<file path="src/hw/rtl/ppdc_pkg.sv">
// Shared types and constants of the pulse period and duty checker.
// No dependencies; every other file of the block imports this package.
`default_nettype none

package ppdc_pkg;

  // Defaults of the top level parameters
  localparam int unsigned PERIODS_DEF    = 4;
  localparam int unsigned COUNT_BITS_DEF = 16;

  // Configuration port geometry
  localparam int unsigned CFG_IDX_W  = 3;
  localparam int unsigned CFG_DATA_W = 17;
  localparam int unsigned PBOUND_W   = 16;
  localparam int unsigned DBOUND_W   = 17;

  // Payload widths of the result beat
  localparam int unsigned TICKS_W = 16;
  localparam int unsigned PIDX_W  = 2;

  // Register reset values
  localparam logic [PBOUND_W-1:0] PERIOD_HIGH_A_RST = 16'd99;
  localparam logic [PBOUND_W-1:0] PERIOD_LOW_A_RST  = 16'd66;
  localparam logic [PBOUND_W-1:0] PERIOD_HIGH_B_RST = 16'd24;
  localparam logic [PBOUND_W-1:0] PERIOD_LOW_B_RST  = 16'd16;
  localparam logic [DBOUND_W-1:0] DUTY_HIGH_A_RST   = 17'd72037;
  localparam logic [DBOUND_W-1:0] DUTY_LOW_A_RST    = 17'd48025;
  localparam logic [DBOUND_W-1:0] DUTY_HIGH_B_RST   = 17'd51590;
  localparam logic [DBOUND_W-1:0] DUTY_LOW_B_RST    = 17'd34393;

  typedef enum logic [CFG_IDX_W-1:0] {
    REG_PERIOD_HIGH_A = 3'd0,
    REG_PERIOD_LOW_A  = 3'd1,
    REG_PERIOD_HIGH_B = 3'd2,
    REG_PERIOD_LOW_B  = 3'd3,
    REG_DUTY_HIGH_A   = 3'd4,
    REG_DUTY_LOW_A    = 3'd5,
    REG_DUTY_HIGH_B   = 3'd6,
    REG_DUTY_LOW_B    = 3'd7
  } cfg_idx_e;

  typedef enum logic [1:0] {
    PH_IDLE = 2'd0,
    PH_WAIT = 2'd1,
    PH_HIGH = 2'd2,
    PH_LOW  = 2'd3
  } phase_e;

  typedef enum logic [1:0] {
    VERDICT_CONTINUE = 2'd0,
    VERDICT_FAIL     = 2'd1,
    VERDICT_PASS     = 2'd2
  } verdict_e;

  localparam logic KIND_START = 1'b0;
  localparam logic KIND_TICK  = 1'b1;

  typedef struct packed {
    logic kind;
    logic level;
  } in_t;

  typedef struct packed {
    logic                setting;
    logic [PIDX_W-1:0]   period_index;
    logic [TICKS_W-1:0]  period_ticks;
    logic [TICKS_W-1:0]  high_ticks;
    verdict_e            verdict;
  } out_t;

endpackage

`default_nettype wire

</file>
<file path="src/hw/rtl/ppdc_if.sv">
// Valid/ready channel interfaces for the input and result beats.
// Depends on ppdc_pkg for the payload structs.
`default_nettype none

interface ppdc_in_if import ppdc_pkg::*; ();
  logic valid;
  logic ready;
  in_t  data;

  modport source (output valid, output data, input ready);
  modport sink   (input valid, input data, output ready);
endinterface

interface ppdc_out_if import ppdc_pkg::*; ();
  logic valid;
  logic ready;
  out_t data;

  modport source (output valid, output data, input ready);
  modport sink   (input valid, input data, output ready);
endinterface

`default_nettype wire

</file>
<file path="src/hw/rtl/ppdc_judge.sv">
// Bound registers and the period/duty pass-fail test of one measured period.
// Depends on ppdc_pkg.
`default_nettype none

module ppdc_judge import ppdc_pkg::*; #(
  parameter int unsigned COUNT_BITS = COUNT_BITS_DEF
) (
  input  wire logic                  clk_i,
  input  wire logic                  rst_ni,
  input  wire logic                  cfg_we_i,
  input  wire logic [CFG_IDX_W-1:0]  cfg_idx_i,
  input  wire logic [CFG_DATA_W-1:0] cfg_data_i,
  input  wire logic                  setting_i,
  input  wire logic [COUNT_BITS-1:0] period_i,
  input  wire logic [COUNT_BITS-1:0] high_i,
  output      logic                  fail_o
);

  localparam int unsigned PROD_W = COUNT_BITS + DBOUND_W;

  logic [PBOUND_W-1:0] p_hi_a_q, p_lo_a_q, p_hi_b_q, p_lo_b_q;
  logic [DBOUND_W-1:0] d_hi_a_q, d_lo_a_q, d_hi_b_q, d_lo_b_q;

  logic [PBOUND_W-1:0] p_hi, p_lo;
  logic [DBOUND_W-1:0] d_hi, d_lo;
  logic [PROD_W-1:0]   prod_hi, prod_lo, scaled;
  logic                period_bad, duty_bad;

  always_ff @(posedge clk_i or negedge rst_ni) begin
    if (!rst_ni) begin
      p_hi_a_q <= PERIOD_HIGH_A_RST;
      p_lo_a_q <= PERIOD_LOW_A_RST;
      p_hi_b_q <= PERIOD_HIGH_B_RST;
      p_lo_b_q <= PERIOD_LOW_B_RST;
      d_hi_a_q <= DUTY_HIGH_A_RST;
      d_lo_a_q <= DUTY_LOW_A_RST;
      d_hi_b_q <= DUTY_HIGH_B_RST;
      d_lo_b_q <= DUTY_LOW_B_RST;
    end else if (cfg_we_i) begin
      case (cfg_idx_e'(cfg_idx_i))
        REG_PERIOD_HIGH_A: p_hi_a_q <= cfg_data_i[PBOUND_W-1:0];
        REG_PERIOD_LOW_A:  p_lo_a_q <= cfg_data_i[PBOUND_W-1:0];
        REG_PERIOD_HIGH_B: p_hi_b_q <= cfg_data_i[PBOUND_W-1:0];
        REG_PERIOD_LOW_B:  p_lo_b_q <= cfg_data_i[PBOUND_W-1:0];
        REG_DUTY_HIGH_A:   d_hi_a_q <= cfg_data_i;
        REG_DUTY_LOW_A:    d_lo_a_q <= cfg_data_i;
        REG_DUTY_HIGH_B:   d_hi_b_q <= cfg_data_i;
        REG_DUTY_LOW_B:    d_lo_b_q <= cfg_data_i;
        default: ;
      endcase
    end
  end

  assign p_hi = setting_i ? p_hi_b_q : p_hi_a_q;
  assign p_lo = setting_i ? p_lo_b_q : p_lo_a_q;
  assign d_hi = setting_i ? d_hi_b_q : d_hi_a_q;
  assign d_lo = setting_i ? d_lo_b_q : d_lo_a_q;

  // Exclusive bounds: touching either one fails
  assign period_bad = ({{PBOUND_W{1'b0}}, period_i} >= {{COUNT_BITS{1'b0}}, p_hi})
                   || ({{PBOUND_W{1'b0}}, period_i} <= {{COUNT_BITS{1'b0}}, p_lo});

  // Duty in Q1.16: high * 2^16 against bound * period, exact
  assign prod_hi = PROD_W'(d_hi) * PROD_W'(period_i);
  assign prod_lo = PROD_W'(d_lo) * PROD_W'(period_i);
  assign scaled  = {1'b0, high_i, 16'b0};
  assign duty_bad = (scaled >= prod_hi) || (scaled <= prod_lo);

  assign fail_o = period_bad || duty_bad;

endmodule

`default_nettype wire

</file>
<file path="src/hw/rtl/pulse_period_duty_checker_unit.sv">
// Top level of the pulse period and duty checker.
// Depends on ppdc_pkg, ppdc_if (channel interfaces) and ppdc_judge.
`default_nettype none

// The block checks an oscillator from a stream of input beats. A start beat
// (kind 0) resets the check to setting 0; tick beats (kind 1) carry one
// sampled pin level each. In each setting the block waits for a true
// low-to-high transition (a low tick must be seen first), then measures
// PERIODS_PER_SETTING periods, each closed by the next rising tick. Every
// closed period yields one result beat with the setting, the period index,
// the period and high tick counts (saturating at 2^COUNT_BITS-1, low 16 bits
// shown) and a verdict: continue, fail (check stops) or pass (both settings
// done). The setting field doubles as the select pin level. Bounds sit in
// eight registers written through cfg_we_i/cfg_idx_i/cfg_data_i; the user
// must write them only while idle, the block does not enforce it. Rate: one
// input beat per clock unless input ready drops. A beat is held in an input
// register and its result is written to the output register as it leaves.
// The next state, with the two 17 x COUNT_BITS duty products, is worked
// out combinationally. Input ready drops only while the input register holds
// a period-closing tick and the output register is full and stalled.
module pulse_period_duty_checker_unit import ppdc_pkg::*; #(
  parameter int unsigned PERIODS_PER_SETTING = PERIODS_DEF,
  parameter int unsigned COUNT_BITS          = COUNT_BITS_DEF
) (
  input  wire logic                  clk_i,
  input  wire logic                  rst_ni,
  input  wire logic                  cfg_we_i,
  input  wire logic [CFG_IDX_W-1:0]  cfg_idx_i,
  input  wire logic [CFG_DATA_W-1:0] cfg_data_i,
  ppdc_in_if.sink                    in_i,
  ppdc_out_if.source                 out_o
);

  localparam int unsigned PC_W = (PERIODS_PER_SETTING > 1) ? $clog2(PERIODS_PER_SETTING) : 1;
  localparam logic [PC_W-1:0]       PC_LAST = PC_W'(PERIODS_PER_SETTING - 1);
  localparam logic [COUNT_BITS-1:0] CNT_MAX = {COUNT_BITS{1'b1}};
  localparam logic [COUNT_BITS-1:0] CNT_ONE = COUNT_BITS'(1);

  // Input register
  logic in_vld_q;
  in_t  in_q;

  // Check state; period_q tracks the saturated sum of high and low ticks
  phase_e                phase_q, phase_d;
  logic                  setting_q, setting_d;
  logic [PC_W-1:0]       pcnt_q, pcnt_d;
  logic                  prev_q, prev_d;
  logic [COUNT_BITS-1:0] high_q, high_d;
  logic [COUNT_BITS-1:0] period_q, period_d;

  // Output register
  logic out_vld_q;
  out_t out_q;

  logic                  fail;
  logic                  emit;
  logic                  advance;
  verdict_e              verdict;
  logic [COUNT_BITS-1:0] high_inc, period_inc;
  logic [PC_W+1:0]       pidx_ext;
  logic [COUNT_BITS+TICKS_W-1:0] period_ext, high_ext;
  out_t                  res;

  ppdc_judge #(
    .COUNT_BITS (COUNT_BITS)
  ) u_judge (
    .clk_i      (clk_i),
    .rst_ni     (rst_ni),
    .cfg_we_i   (cfg_we_i),
    .cfg_idx_i  (cfg_idx_i),
    .cfg_data_i (cfg_data_i),
    .setting_i  (setting_q),
    .period_i   (period_q),
    .high_i     (high_q),
    .fail_o     (fail)
  );

  assign high_inc   = (high_q == CNT_MAX) ? CNT_MAX : high_q + CNT_ONE;
  assign period_inc = (period_q == CNT_MAX) ? CNT_MAX : period_q + CNT_ONE;

  // A rising tick in the low phase closes a period and makes a result beat
  assign emit = in_vld_q && (in_q.kind == KIND_TICK) && (phase_q == PH_LOW) && in_q.level;
  // Advance unless the result would overwrite a stalled one
  assign advance = in_vld_q && (!emit || !out_vld_q || out_o.ready);
  assign in_i.ready = !in_vld_q || advance;

  // Next state
  always_comb begin
    phase_d   = phase_q;
    setting_d = setting_q;
    pcnt_d    = pcnt_q;
    prev_d    = prev_q;
    high_d    = high_q;
    period_d  = period_q;
    if (in_q.kind == KIND_START) begin
      phase_d   = PH_WAIT;
      setting_d = 1'b0;
      pcnt_d    = '0;
      prev_d    = 1'b1;
      high_d    = '0;
      period_d  = '0;
    end else begin
      case (phase_q)
        PH_WAIT: begin
          prev_d = in_q.level;
          if (!prev_q && in_q.level) begin
            high_d   = CNT_ONE;
            period_d = CNT_ONE;
            phase_d  = PH_HIGH;
          end
        end
        PH_HIGH: begin
          prev_d   = in_q.level;
          period_d = period_inc;
          if (in_q.level) begin
            high_d = high_inc;
          end else begin
            phase_d = PH_LOW;
          end
        end
        PH_LOW: begin
          prev_d = in_q.level;
          if (!in_q.level) begin
            period_d = period_inc;
          end else if (fail) begin
            phase_d = PH_IDLE;
          end else if (pcnt_q == PC_LAST) begin
            pcnt_d = '0;
            if (!setting_q) begin
              setting_d = 1'b1;
              phase_d   = PH_WAIT;
              prev_d    = 1'b1;
            end else begin
              phase_d = PH_IDLE;
            end
          end else begin
            pcnt_d   = pcnt_q + PC_W'(1);
            high_d   = CNT_ONE;
            period_d = CNT_ONE;
            phase_d  = PH_HIGH;
          end
        end
        default: ;  // idle: ticks are dropped, pin history untouched
      endcase
    end
  end

  // Result payload
  always_comb begin
    if (fail) begin
      verdict = VERDICT_FAIL;
    end else if ((pcnt_q == PC_LAST) && setting_q) begin
      verdict = VERDICT_PASS;
    end else begin
      verdict = VERDICT_CONTINUE;
    end
    pidx_ext   = {2'b00, pcnt_q};
    period_ext = {{TICKS_W{1'b0}}, period_q};
    high_ext   = {{TICKS_W{1'b0}}, high_q};
    res.setting      = setting_q;
    res.period_index = pidx_ext[PIDX_W-1:0];
    res.period_ticks = period_ext[TICKS_W-1:0];
    res.high_ticks   = high_ext[TICKS_W-1:0];
    res.verdict      = verdict;
  end

  always_ff @(posedge clk_i or negedge rst_ni) begin
    if (!rst_ni) begin
      in_vld_q <= 1'b0;
    end else if (in_i.valid && in_i.ready) begin
      in_vld_q <= 1'b1;
    end else if (advance) begin
      in_vld_q <= 1'b0;
    end
  end

  always_ff @(posedge clk_i) begin
    if (in_i.valid && in_i.ready) begin
      in_q <= in_i.data;
    end
  end

  always_ff @(posedge clk_i or negedge rst_ni) begin
    if (!rst_ni) begin
      phase_q   <= PH_IDLE;
      setting_q <= 1'b0;
      pcnt_q    <= '0;
      prev_q    <= 1'b1;
      high_q    <= '0;
      period_q  <= '0;
    end else if (advance) begin
      phase_q   <= phase_d;
      setting_q <= setting_d;
      pcnt_q    <= pcnt_d;
      prev_q    <= prev_d;
      high_q    <= high_d;
      period_q  <= period_d;
    end
  end

  always_ff @(posedge clk_i or negedge rst_ni) begin
    if (!rst_ni) begin
      out_vld_q <= 1'b0;
    end else if (advance && emit) begin
      out_vld_q <= 1'b1;
    end else if (out_o.ready) begin
      out_vld_q <= 1'b0;
    end
  end

  always_ff @(posedge clk_i) begin
    if (advance && emit) begin
      out_q <= res;
    end
  end

  assign out_o.valid = out_vld_q;
  assign out_o.data  = out_q;

endmodule

`default_nettype wire

</file>
<file path="src/flat_wrapper.sv">
// flat-port wrapper written by rule: the top's interface ports become plain ports
module pulse_period_duty_checker_unit_flat import ppdc_pkg::*;
#(
  parameter int unsigned PERIODS_PER_SETTING = PERIODS_DEF,
  parameter int unsigned COUNT_BITS          = COUNT_BITS_DEF
)
  (clk_i, rst_ni, cfg_we_i, cfg_idx_i, cfg_data_i, in_i_valid, in_i_data, in_i_ready, out_o_valid, out_o_data, out_o_ready);
  ppdc_in_if in_i_i ();
  ppdc_out_if out_o_i ();
  input  wire logic clk_i;
  input  wire logic rst_ni;
  input  wire logic cfg_we_i;
  input  wire logic [CFG_IDX_W-1:0] cfg_idx_i;
  input  wire logic [CFG_DATA_W-1:0] cfg_data_i;
  input wire logic [$bits(in_i_i.valid)-1:0] in_i_valid;
  input wire logic [$bits(in_i_i.data)-1:0] in_i_data;
  output wire logic [$bits(in_i_i.ready)-1:0] in_i_ready;
  output wire logic [$bits(out_o_i.valid)-1:0] out_o_valid;
  output wire logic [$bits(out_o_i.data)-1:0] out_o_data;
  input wire logic [$bits(out_o_i.ready)-1:0] out_o_ready;
  assign in_i_i.valid = in_i_valid;
  assign in_i_i.data = in_i_data;
  assign in_i_ready = in_i_i.ready;
  assign out_o_valid = out_o_i.valid;
  assign out_o_data = out_o_i.data;
  assign out_o_i.ready = out_o_ready;
  pulse_period_duty_checker_unit #(.PERIODS_PER_SETTING(PERIODS_PER_SETTING), .COUNT_BITS(COUNT_BITS)) u_core (.clk_i(clk_i), .rst_ni(rst_ni), .cfg_we_i(cfg_we_i), .cfg_idx_i(cfg_idx_i), .cfg_data_i(cfg_data_i), .in_i(in_i_i), .out_o(out_o_i));
endmodule
</file>
<file path="config.mk">
export PLATFORM = sky130hd
export DESIGN_NAME = pulse_period_duty_checker_unit_flat
export DESIGN_NICKNAME = d
export VERILOG_FILES = /design/src/hw/rtl/ppdc_pkg.sv /design/src/hw/rtl/ppdc_if.sv /design/src/hw/rtl/ppdc_judge.sv /design/src/hw/rtl/pulse_period_duty_checker_unit.sv /design/src/flat_wrapper.sv
export SDC_FILE = /design/constraint.sdc
export NUM_CORES = 2
export LEC_CHECK = 0
export BUFFER_PORTS_ARGS = -buffer_cell sky130_fd_sc_hd__buf_2
export CORE_MARGIN = 10
export CORE_UTILIZATION = 33
export CTS_BUF_LIST = sky130_fd_sc_hd__clkbuf_2 sky130_fd_sc_hd__clkbuf_4 sky130_fd_sc_hd__clkbuf_8
export DETAILED_ROUTE_END_ITERATION = 10
export PLACE_DENSITY = 0.47
export SLEW_MARGIN = 20
export SYNTH_ARGS = -nofsm -noshare
export SYNTH_HDL_FRONTEND = slang
export SYNTH_HIERARCHICAL = 1
export SYNTH_SLANG_ARGS = --single-unit
</file>
<file path="constraint.sdc">
create_clock -name clk_i -period 9.9 [get_ports clk_i]
set_input_delay 1.98 -clock clk_i [delete_from_list [all_inputs] [get_ports clk_i]]
set_output_delay 1.98 -clock clk_i [all_outputs]
set_load 0.005 [all_outputs]
</file>
; ---- After elaboration in Yosys (flattened, before gate mapping)
; Index checks and enable logic that the tools add are counted.
[classes]
muxes = 42
n_reduce_logical = 36
magnitude_cmp = 4
add_sub_neg = 3
n_mul = 2
eq_ne = 27
[op_table]
columns = operator, count
row1 = 2-to-1 mux 16 bit, 12
row2 = one-hot mux 16 bit (3 select lines), 2
row3 = multiplier 17 x 16 -> 33 bit, 2
row4 = 2-to-1 mux 17 bit, 2
row5 = greater-or-equal comparator 32 x 33 -> 1 bit, 1
row6 = <= comparator 32 x 33 -> 1 bit, 1
row7 = "adder 16 x 1 -> 16 bit, second input constant", 2
row8 = "equality test 16 bit, second input constant", 2
row9 = 2-to-1 mux 2 bit, 12
row10 = "!= test 3 bit, second input constant", 7
row11 = AND reduction 2 bit, 9
row12 = greater-or-equal comparator 16 bit, 1
row13 = <= comparator 16 bit, 1
row14 = AND reduction 5 bit, 3
row15 = "equality test 3 bit, second input constant", 4
row16 = 2-to-1 mux 1 bit, 12
row17 = "!= test 4 bit, second input constant", 3
row18 = logical AND 1 bit, 8
row19 = "!= test 2 bit, second input constant", 4
row20 = AND reduction 7 bit, 1
row21 = "equality test 2 bit, second input constant", 3
row22 = "equality test 3 x 2 -> 1 bit, second input constant", 2
row23 = logical OR 1 bit, 6
row24 = one-hot mux 2 bit (3 select lines), 1
row25 = other kinds (9), 13
[totals]
input_bits = 27
out_inout_bits = 39
elab_cells = 137
regBits = 211

; ---- Logic depth before layout (Yosys ltp)
[depth]
depth_word = 10
depth_mapped = 42
ltp_nobuf = 37

; ---- Hierarchy
; The synthesis kept the hierarchy.
[modules_own_cells]
columns = mod, area_per_inst_um2, cells_each, seq_area_each_um2, instances
row1 = ppdc_judge, 25224.2, 2633, 3354.5, 1
row2 = pulse_period_duty_checker_unit, 3689.8, 317, 2173.3, 1

; ---- Worst setup path before layout
; OpenSTA, ideal clock, no wires.
[synth_path]
path_kind = register -> register
startpoint = reg u_core.setting_q
endpoint = reg u_core.high_q[6]
period_less_slack_ns = 9.079
setup_ns = 0.121
arrival_time_ns = 8.958
path_buffers = 5
t_required_ns = 9.779
path_slack_ns = 0.821
stages_incl_launch_ff = 39
cell_sequence = dfrtp_1 buf_1 clkbuf_1 mux2_2 clkbuf_1 nand2_1 fa_1 inv_1 fa_1 inv_1 fa_1 inv_1 fa_1 fa_1 inv_1 fa_1 inv_1 ha_1 (+3 left out) a2bb2oi_4 a41oi_2 o41ai_2 or4b_1 o211a_1 ha_1 a21o_1 a21oi_1 nand2_1 a31oi_1 o2111ai_1 o21ai_2 o2111ai_1 a21o_1 buf_6 buf_8 a21o_1 a22o_1
[synth_between]
elab_chain_cells = 7
elab_cells_between_ends = 15
classes_between = mul: 2 / order compare: 4 / eq/ne: 1 / mux: 4 / reduce/logical: 4
[synth_rtl]
columns = item, line
row1 = start: declaration, pulse_period_duty_checker_unit.sv:45  ; logic setting_q, setting_d;
row2 = start signal: assignment, pulse_period_duty_checker_unit.sv:193  ; setting_q <= setting_d;
row3 = 2-to-1 mux 17 bit (on tied branches), "ppdc_judge.sv:56, ppdc_judge.sv:57"
row4 = multiplier 17 x 16 -> 33 bit (on tied branches), "ppdc_judge.sv:64, ppdc_judge.sv:65"
row5 = greater-or-equal comparator 32 x 33 -> 1 bit / <= comparator 32 x 33 -> 1 bit (equally long branches), ppdc_judge.sv:67  ; assign duty_bad = (scaled >= prod_hi) || (scaled <= prod_lo);
row6 = logical OR 1 bit, ppdc_judge.sv:67
row7 = logical OR 1 bit (*), ppdc_judge.sv:69  ; assign fail_o = period_bad || duty_bad;
row8 = named net u_core.fail, pulse_period_duty_checker_unit.sv:55  ; logic fail;
row9 = != test 3 bit (no source line) (*), --
row10 = AND reduction 7 bit (no source line) (*), --
row11 = end signal: assignment, pulse_period_duty_checker_unit.sv:196  ; high_q <= high_d;
row12 = end: declaration, pulse_period_duty_checker_unit.sv:48  ; logic [COUNT_BITS-1:0] high_q, high_d;
; Mark *: on every way through the listed nets, which the timed path passes. The rest lies on a longest branch.
; A chain may end at the register's enable or synchronous reset.

; ---- Final worst setup path
; Ends and elaborated chain as after synthesis.

==> impl_metrics.py <==
metrics = {
    "timing": {
        "layout_worst_path_cycle_share": 0.970,
        "setup_violations": 0,
        "slew_viol_final": 0,
        "hold_viol": 0,
        "max_slew_margin": 0.282,
        "fin_hold_ws_ns": 0.496,
        "max_freq_mhz": 104,
        "tightest_slew_ns": 1.08,
        "skew_ns": 0.0316,
        "min_period_ns": 9.61,
    },
    "global_routing": {
        "grt_usage": 0.174,
        "grt_pass1_wl_um": 135000,
        "antenna_found_initial": 4,
        "grt_pass1_vias": 23213,
        "grt_max_degree": 98,
        "grt_overflow": 0,
    },
    "clock_tree": {
        "cts_buffers": 37,
        "h-tree-depth": 2,
        "cts_sinks": 211,
        "hold_buffers": 0,
        "clkTransAtPathRegs_ns": 0.06,
        "root_buffer": "clkbuf_8",
        "clk_latency_ns": 0.57,
        "cts_tree": "yes",
        "clockBufferDepth": 3,
    },
    "critical_path": {
        "critical-path-slowest-cell": "or4_4",
        "slowest_delay_ns": 0.57,
        "crit_required_ns": 10.36,
        "worstPathArrival_ns": 10.06,
        "path_class": "reg -> reg",
        "endpoint_kind": "flop",
        "cpMostUsedCell": "fa_1",
        "critPathMaxFanout": 9,
        "cp-start-kind": "flop",
    },
    "floorplan": {
        "core_region_area_um2": 86900,
        "rows": 108,
        "die_width_um": 316,
        "io_pins": 66,
        "die-area_um2": 99900,
        "start_util": 0.333,
        "die_y_um": 316,
    },
    "yosys": {
        "synthFlopType": "dfrtp_1",
        "syn_area_um2": 28900,
        "synth_cell_types": 96,
        "synth-edff-count": 39,
        "ys_seq_area_frac": 0.191,
        "ys_ff_latch": 211,
        "netlist_instances": 2950,
        "synthArstFlopShare": 0.815,
        "syn_area_per_cell_um2": 9.80,
        "yosys_warnings": 6,
        "syn_nets": 3673,
    },
    "cells_and_area": {
        "layout_commonest_cell": "inv_1",
        "syn_to_final_growth_pct": 15.1,
        "final_nets": 3848,
        "drive_gt1_frac": 0.198,
        "fin_cells": 4311,
        "final_cell_mix": "520 x inv_1, 411 x fa_1, 366 x nand2_1, 271 x ha_1, 237 x and2_1",
    },
    "drt": {
        "wire_per_inst_um": 20.1,
        "drc": 0,
        "drt_iter0_markers": 1351,
        "avgViaCountPerCell": 5.05,
        "drt-total-wl_um": 86700,
        "firstDrtPassIters": 5,
        "dr_total_vias": 21766,
        "postRouteAntennaNets": 0,
    },
    "pwr": {
        "peakVddDrop_v": 0.000112,
        "power_density_nw_per_um2": 117,
        "internal_power_uw": 2340,
        "combinationalPowerShare": 0.453,
        "swShare": 0.400,
        "net-switching-power_uw": 1560,
        "seqPwrFrac": 0.303,
        "power_leakage_uw": 0.0160,
        "p_clk_frac": 0.244,
    },
    "min_path": {
        "hold_class": "reg -> reg",
    },
    "job": {
        "cap_violations": 0,
    },
    "placed_design": {
        "dp_cells": 4206,
        "port_buffers": 65,
        "hpwl_um": 68000,
        "gp_congestion": 0.860,
    },
    "outcome": {
        "status": "complete, no violations",
    },
}
## critical path: cells and delay by family, from the launching register on
kind	cells	cell delay, ns
buffers and inverters	12	1.36
multiplexers	1	0.32
AO/OA/AOI/OAI	7	1.06
AND/OR/NAND/NOR	12	2.47
XOR/XNOR	1	0.20
flip-flops	1	0.50
adder cells (fa/ha/maj)	8	3.56
## registers in the layout (all words and copies together) (netlist names)
register	count
u_core/out_o.data	37
u_core/u_judge/d_hi_a_q	17
u_core/u_judge/d_hi_b_q	17
u_core/u_judge/d_lo_a_q	17
u_core/u_judge/d_lo_b_q	17
u_core/high_q	16
u_core/period_q	16
u_core/u_judge/p_hi_a_q	16
u_core/u_judge/p_hi_b_q	16
u_core/u_judge/p_lo_a_q	16
u_core/u_judge/p_lo_b_q	16
u_core/in_q	2
u_core/pcnt_q	2
u_core/phase_q	2
u_core/in_vld_q	1
u_core/out_o.valid	1
u_core/prev_q	1
u_core/setting_q	1
## synth_stat cells, drive strengths merged, types with 7 or more instances
cell	n	share of area
mux2	169	0.066
dfstp	42	0.038
o21a	9	0.0024
xnor2	25	0.0076
a211oi	11	0.0032
a31oi	17	0.0037
nand2	367	0.048
a41oi	7	0.0026
nand3	37	0.0070
clkbuf	100	0.013
buf	20	0.0048
o21ai	67	0.012
o211ai	8	0.0021
edfxtp	39	0.041
o31ai	9	0.0023
a21o	53	0.014
xor2	22	0.0067
nor3	27	0.0048
nor2	54	0.0071
and4	9	0.0027
and3	12	0.0026
a22o	9	0.0027
nand4	21	0.0045
a21oi	82	0.015
fa	416	0.29
inv	521	0.068
mux2i	34	0.012
and2	240	0.052
nor2b	10	0.0022
ha	280	0.12
dfrtp	130	0.11
## layer usage
| layer | vias to the layer above | share of wire | GRT usage |
|---|---|---|---|
| met5 | - | 0 | 0 |
| met3 | 94 | 0.043 | 0.0181 |
| met4 | 0 | 0.023 | 0.0443 |
| li1 | 9869 | - | - |
| met1 | 11311 | 0.45 | 0.239 |
| met2 | 492 | 0.48 | 0.288 |
## power by group through the flow
stage / logic (uW) / clock network, uW / registers (uW)
global placement: 1620 / 0 / 1190
global route: 1950 / 1020 / 1200
detailed placement: 1650 / 0 / 1200
finish: 1770 / 950 / 1180
floorplan: 1030 / 0 / 1130
CTS: 1680 / 986 / 1180
## through the flow
stage	total power (uW)	setup WS [ns]	utilization	setup TNS, ns	cell area, um2
2_1_floorplan	2160	0.821	-	0	28900
3_3_place_gp	2810	-0.799	0.363	-19.59	31500
3_5_place_dp	2840	-0.667	0.364	-20.05	31600
4_1_cts	3850	0.0734	0.375	0	32600
5_1_grt	4180	-0.0732	0.383	-0.224	33300
6_report	3900	0.295	0.383	0	33300
## repair_timing
action	CTS	global route
pin swaps	4	40
gates resized for setup	10	85
cloned	2	1
setup endpoints to repair	38	36
buffers inserted	6	24
## layout make-up
type                       instances  area (um2)
fill                            8702       53600
inverter                         521        1960
sequential                       211        5540
clock buffer                      56         696
clock inverter                    12         180
multi-input combinational       2099       21400
antenna                            2        5.00
tap                             1155        1450
timing repair buffer             255        2080
## cell families after synthesis
family | Yosys count | synth area share
multiplexers | 203 | 0.0776
AO/OA/AOI/OAI | 328 | 0.0787
AND/OR/NAND/NOR | 823 | 0.143
adder cells (fa/ha/maj) | 696 | 0.409
buffers and inverters | 642 | 0.0857
flip-flops | 211 | 0.191
XOR/XNOR | 47 | 0.0142
## path summary, 6_finish.rpt
| path | from | end | slack [ns] | cells after the start |
|---|---|---|---|---|
| setup / recovery | u_core/setting_q | u_core/high_q[6] | 0.29 | 41 |
| hold / removal | u_core/pcnt_q[1] | u_core/out_o.data[35] | 0.50 | 0 |
| setup reg to reg | u_core/setting_q | u_core/high_q[6] | 0.29 | 41 |
| hold reg to reg | u_core/pcnt_q[1] | u_core/out_o.data[35] | 0.50 | 0 |
| max in group asynchronous | rst_ni | u_core/u_judge/d_lo_a_q[8] | 7.11 | 3 |
| min in group asynchronous | rst_ni | u_core/u_judge/p_lo_a_q[3] | 1.50 | 1 |
(Power assumes the default switching activity.)
